## config.mk

```make
export PLATFORM = sky130hd
export DESIGN_NAME = mandel_ctrl
export DESIGN_NICKNAME = d
export VERILOG_FILES = /design/src/rtl/core/mandel_pkg.sv /design/src/rtl/core/mandel_ctrl.sv
export SDC_FILE = /design/constraint.sdc
export NUM_CORES = 1
export LEC_CHECK = 0
export ABC_AREA = 1
export BUFFER_PORTS_ARGS = -buffer_cell sky130_fd_sc_hd__buf_2
export CAP_MARGIN = 20
export CELL_PAD_IN_SITES_DETAIL_PLACEMENT = 1
export CELL_PAD_IN_SITES_GLOBAL_PLACEMENT = 1
export CORE_AREA = 2 2 39 41
export DETAILED_ROUTE_END_ITERATION = 10
export DIE_AREA = 0 0 41 43
export PLACE_DENSITY = 0.47
export SLEW_MARGIN = 20
export SYNTH_ARGS = -nofsm -noshare
export SYNTH_HDL_FRONTEND = slang
export SYNTH_SLANG_ARGS = --single-unit
```

## constraint.sdc

```tcl
create_clock -name clk -period 1.6 [get_ports clk]
set_clock_uncertainty 0.05 [all_clocks]
set_input_delay 0.16 -clock clk [delete_from_list [all_inputs] [get_ports clk]]
set_output_delay 0.16 -clock clk [all_outputs]
set_load 0.02 [all_outputs]
```

## src/rtl/core/mandel_pkg.sv

```systemverilog
// ----------------------------------------------------------------------------
// mandel_pkg: shared types and constants for the escape-time pixel engine
// Fixed-point formats, configuration register indexes, controller states and
// the command/status bundles between controller and datapath.
// ----------------------------------------------------------------------------
`timescale 1ns / 1ps

package mandel_pkg;

  // Coordinate format: signed, FRAC_BITS fraction bits in COORD_W bits
  localparam int COORD_W   = 32;
  localparam int FRAC_BITS = 28;
  localparam int ITER_W    = 16;
  localparam int PIX_W     = 12;
  localparam int DIM_W     = 13;
  localparam int CFG_W     = COORD_W;
  localparam int CFG_IDX_W = 3;
  localparam int COLOR_W   = 8;

  // Derived widths
  localparam int PROD_W     = 2 * COORD_W;
  localparam int SUM_W      = PROD_W + 2;
  localparam int MAP_DIFF_W = PIX_W + 2;
  localparam int MAP_PROD_W = MAP_DIFF_W + COORD_W;
  localparam int ROOT_N_W   = 2 * COLOR_W;
  localparam int ROOT_IDX_W = $clog2(COLOR_W);

  typedef logic signed [COORD_W-1:0] coord_t;
  typedef logic signed [SUM_W-1:0]   wide_t;

  // Saturation bounds at the wide scale
  localparam wide_t COORD_HI = {{(SUM_W-COORD_W+1){1'b0}}, {(COORD_W-1){1'b1}}};
  localparam wide_t COORD_LO = {{(SUM_W-COORD_W+1){1'b1}}, {(COORD_W-1){1'b0}}};

  // Escape radius squared (4.0) at the product scale of 2*FRAC_BITS
  localparam logic [PROD_W:0] ESC_LIMIT =
    {{(PROD_W-2*FRAC_BITS-2){1'b0}}, 1'b1, {(2*FRAC_BITS+2){1'b0}}};

  // Register reset values
  localparam coord_t             SCALE_RST     = coord_t'(2097152);
  localparam coord_t             CENTER_RE_RST = coord_t'(-134217728);
  localparam coord_t             CENTER_IM_RST = coord_t'(0);
  localparam logic [ITER_W-1:0]  MAX_ITER_RST  = ITER_W'(256);
  localparam logic [DIM_W-1:0]   WIDTH_RST     = DIM_W'(640);
  localparam logic [DIM_W-1:0]   HEIGHT_RST    = DIM_W'(480);

  typedef enum logic [CFG_IDX_W-1:0] {
    CFG_SCALE_X      = 3'd0,
    CFG_SCALE_Y      = 3'd1,
    CFG_CENTER_RE    = 3'd2,
    CFG_CENTER_IM    = 3'd3,
    CFG_MAX_ITER     = 3'd4,
    CFG_IMAGE_WIDTH  = 3'd5,
    CFG_IMAGE_HEIGHT = 3'd6
  } cfg_idx_t;

  typedef enum logic [2:0] {
    ST_IDLE,
    ST_SEED,
    ST_ITER,
    ST_ROOT,
    ST_DONE
  } state_t;

  typedef struct packed {
    logic map;        // form the scaled pixel offsets
    logic seed;       // load c, clear z and the count
    logic iter;       // one z = z^2 + c step
    logic root_init;  // freeze the count, prepare the shade root
    logic root_step;  // one bit of the shade square root
  } dp_cmd_t;

  typedef struct packed {
    logic stop;       // escaped or limit reached
    logic root_last;  // last root bit in progress
  } dp_stat_t;

  // Clamp a wide signed value into the coordinate range
  function automatic coord_t sat_coord(input wide_t v);
    coord_t res;
    if (v > COORD_HI) begin
      res = COORD_HI[COORD_W-1:0];
    end else if (v < COORD_LO) begin
      res = COORD_LO[COORD_W-1:0];
    end else begin
      res = v[COORD_W-1:0];
    end
    return res;
  endfunction

endpackage

```

## src/rtl/core/mandel_ctrl.sv

```systemverilog
// ----------------------------------------------------------------------------
// mandel_ctrl: sequencer for the escape-time pixel engine
// Walks each pixel through mapping, iteration, shade root and result strobe.
// ----------------------------------------------------------------------------
`timescale 1ns / 1ps

module mandel_ctrl (
  input  logic                 clk,
  input  logic                 rst,
  input  logic                 start,
  input  mandel_pkg::dp_stat_t stat,
  output mandel_pkg::dp_cmd_t  cmd,
  output logic                 busy,
  output logic                 done
);
  import mandel_pkg::*;

  state_t state, state_next;

  // State register
  always_ff @(posedge clk) begin
    if (rst) begin
      state <= ST_IDLE;
    end else begin
      state <= state_next;
    end
  end

  // Next state and commands
  always_comb begin
    state_next = state;
    cmd        = '0;
    busy       = 1'b1;
    done       = 1'b0;
    unique case (state)
      ST_IDLE: begin
        busy = 1'b0;
        if (start) begin
          cmd.map    = 1'b1;
          state_next = ST_SEED;
        end
      end
      ST_SEED: begin
        cmd.seed   = 1'b1;
        state_next = ST_ITER;
      end
      ST_ITER: begin
        if (stat.stop) begin
          cmd.root_init = 1'b1;
          state_next    = ST_ROOT;
        end else begin
          cmd.iter = 1'b1;
        end
      end
      ST_ROOT: begin
        cmd.root_step = 1'b1;
        if (stat.root_last) begin
          state_next = ST_DONE;
        end
      end
      ST_DONE: begin
        // result is shown this cycle; the next pixel may start alongside
        busy = 1'b0;
        done = 1'b1;
        if (start) begin
          cmd.map    = 1'b1;
          state_next = ST_SEED;
        end else begin
          state_next = ST_IDLE;
        end
      end
      default: begin
        state_next = ST_IDLE;
      end
    endcase
  end

  // Checks
  a_accept_seeds: assert property (@(posedge clk) disable iff (rst)
    (start && !busy) |=> (state == ST_SEED))
    else $error("accepted pixel did not move to seeding");

  a_done_after_root: assert property (@(posedge clk) disable iff (rst)
    done |-> ($past(state) == ST_ROOT))
    else $error("result strobe without finished shade root");

  a_one_command: assert property (@(posedge clk) disable iff (rst)
    $onehot0(cmd))
    else $error("more than one datapath command at once");

endmodule

```

==> flow_summary.yaml <==
outcome:
  status: "completed"
worst_setup_path:
  worstPathCellList: "nor2_2, nand3_2, inv_1, buf_2"
  reg2reg_slack_ps: 500
  crit_type: "reg2out"
  max_stage_delay_ps: 350
  r2r_end: "state[0]"
  worst_path_max_delay_cell: "dfxtp_1"
  cp_max_fo: 5
  start_kind: "register"
  r2r_start: "state[1]"
  worstPathRequired_ps: 1390
  cp.arrival_ps: 1130
  r2r_cells: 7
  end_kind: "output port"
logic_synthesis:
  synth_warnings: 0
  synth-xor-area-share_pct: 0
  synthMuxAreaShare_pct: 0
  seq_area_frac_synth_pct: 26.8
  synth_top_family_by_area: "simple AND/OR/NAND/NOR gates"
  synthAdderAreaFrac_pct: 0
  synth_area_leaders: "dfxtp_1 (27%), inv_1 (15%), nand2_1 (12%), nor2_1 (8.4%), nor2_2 (8.4%)"
  synth_compound_area_share_pct: 4.47
  synth_top_area_cell: "dfxtp_1"
  avgSynthCellArea_um2: 6.05
  syn_inst: 37
  synthDistinctLibCells: 14
  synth_simple_gate_area_share_pct: 52.0
  syn_nets: 42
  syn_area_um2: 224
  ys_ff_latch: 3
  yosys.area.top_type_share_pct: 26.8
sta:
  max_freq_ghz: 0.745
  whs_ps: 62.1
  worstMarginPinSlew_ps: 250
  setup_viol: 0
  tns_ps: 0
  rsz0062_at_grt: "no"
  hold_viol: 0
  fin_crit_ps: 1340
  min_period_over_period_pct: 83.9
  setup_slack_ps: 258
  finalMaxSlewViolations: 0
  relSlewSlack_pct: 83.3
drt:
  dr.pass1.iters: 1
  dr.max_layer_used: "met4"
  dr_wl_met2_um: 240
  viasPerCell: 3.75
  vias: 255
  drc: 0
  met1_length_um: 267
  routedWlPerCell_um: 8.51
  drt_iter0_drc: 0
  finalWirelength_um: 579
  ant_nets: 0
  met3_length_um: 55
placement:
  hpwl_um: 454
  place_area_um2: 299
  port_buffers: 11
  dp_slack_ps: 492
  gp_congestion: 0.637
  place_inst: 64
flow_run:
  cap_violations: 0
global_routing:
  antenna_found_initial: 0
  grt_remaining_overflow: 0
  grt_pass1_vias: 222
  grt_pass1_wl_um: 841
  grt_max_degree: 8
  track_usage_pct: 7.92
worst_hold_path:
  hold_end: "state[1]"
  whs_path_depth: 2
  worstHoldPathType: "in2reg"
  min-delay-start: "rst"
power_and_ir_drop:
  p_int_uw: 284
  leakage_nw: 0.200
  p_seq_share_pct: 24.2
  total_power_uw: 533
  p_comb_share_pct: 49.9
  p_sw_share_pct: 46.8
  netSwitchingPower_uw: 250
  p_clk_share_pct: 25.8
  p_per_area_nw_per_um2: 1640
  peakVddDrop_uv: 514
cts:
  ctsLongestPathBuffers: 2
  cts-resized-gates: 0
  cts_tree: "done"
  ctsHoldBuffers: 0
  post-cts-setup-buffer-count: 0
  insertion_delay_ps: 240
  ctsHtreeMaxLevel: 1
  cts.clk_slew.worst_paths_ps: 40
  cts_root_buffer: "clkbuf_4"
  cts_made_buffers: 3
  cts.sinks: 3
cells_and_area:
  most-common-layout-cells: "buf_2 (11), inv_1 (9), nand2_1 (7)"
  stdcell_area_um2: 325
  layout_commonest_cell: "buf_2"
  stdcell_count: 68
  reg_top3: "state (3)"
  final_util_pct: 23.5
  largest_reg_flops: 3
  largest-register: "state"
  drive_gt1_share_pct: 40.4
  synthToLayoutAreaGrowth_pct: 45.3
  n_fill_cell: 180
  diodes: 0
  final_nets: 58
die:
  dieHeight_um: 43
  rows: 14
  ios: 12
  start_util_pct: 16.2
  die_area_um2: 1760
  core_area_um2: 1380
  die_w_um: 41
-- cell usage after synthesis --
cell type / count
a21oi_1: 1
clkinv_1: 1
dfxtp_1: 3
inv_1: 9
nand2_1: 7
nand2_2: 2
nand3_1: 1
nand3_2: 1
nand4_1: 1
nor2_1: 5
nor2_2: 3
nor2_4: 1
nor3b_1: 1
o21ai_1: 1
-- power by group through the flow --
stage	logic, mW	clock network [mW]	registers [mW]
detailed placement	0.272	0	0.131
global route	0.300	0.151	0.133
CTS	0.273	0.145	0.130
global placement	0.275	0	0.133
floorplan	0.200	0	0.125
finish	0.266	0.138	0.129
-- layout make-up --
cell class,instances,area [µm²],share of cell area (%)
inverter,10,37.5,11.5
tap,16,20.0,6.15
sequential,3,60.1,18.5
timing repair buffer,11,55.1,16.9
multi-input combinational,24,126,38.8
clock buffer,4,26.3,8.08
-- worst max path at each step --
stage | start | endpoint | slack (ps)
CTS | state[0] | cmd[2] | 240
detailed placement | state[1] | state[0] | 490
finish | state[0] | cmd[2] | 260
global placement | state[1] | state[0] | 470
floorplan | state[1] | done | 480
global route | state[0] | cmd[1] | 150
-- routing by layer --
layer  vias up  track usage [%]
met2        11             10.0
li1        137                -
met5         -                0
met4         0             10.0
met3         2             3.66
met1       105             8.01
-- cells by family after synthesis --
group / Yosys count
and+or+nand+nor: 22
buffers and inverters: 10
DFF: 3
AOI/OAI and AO/OA: 2
-- worst max-delay path, delay by kind of cell (launching register included) --
| kind | cells | cell delay, ps |
|---|---|---|
| simple gates | 2 | 320 |
| buf+inv | 2 | 220 |
| flops | 1 | 350 |
Note: power is estimated with default switching activity, not from simulation.
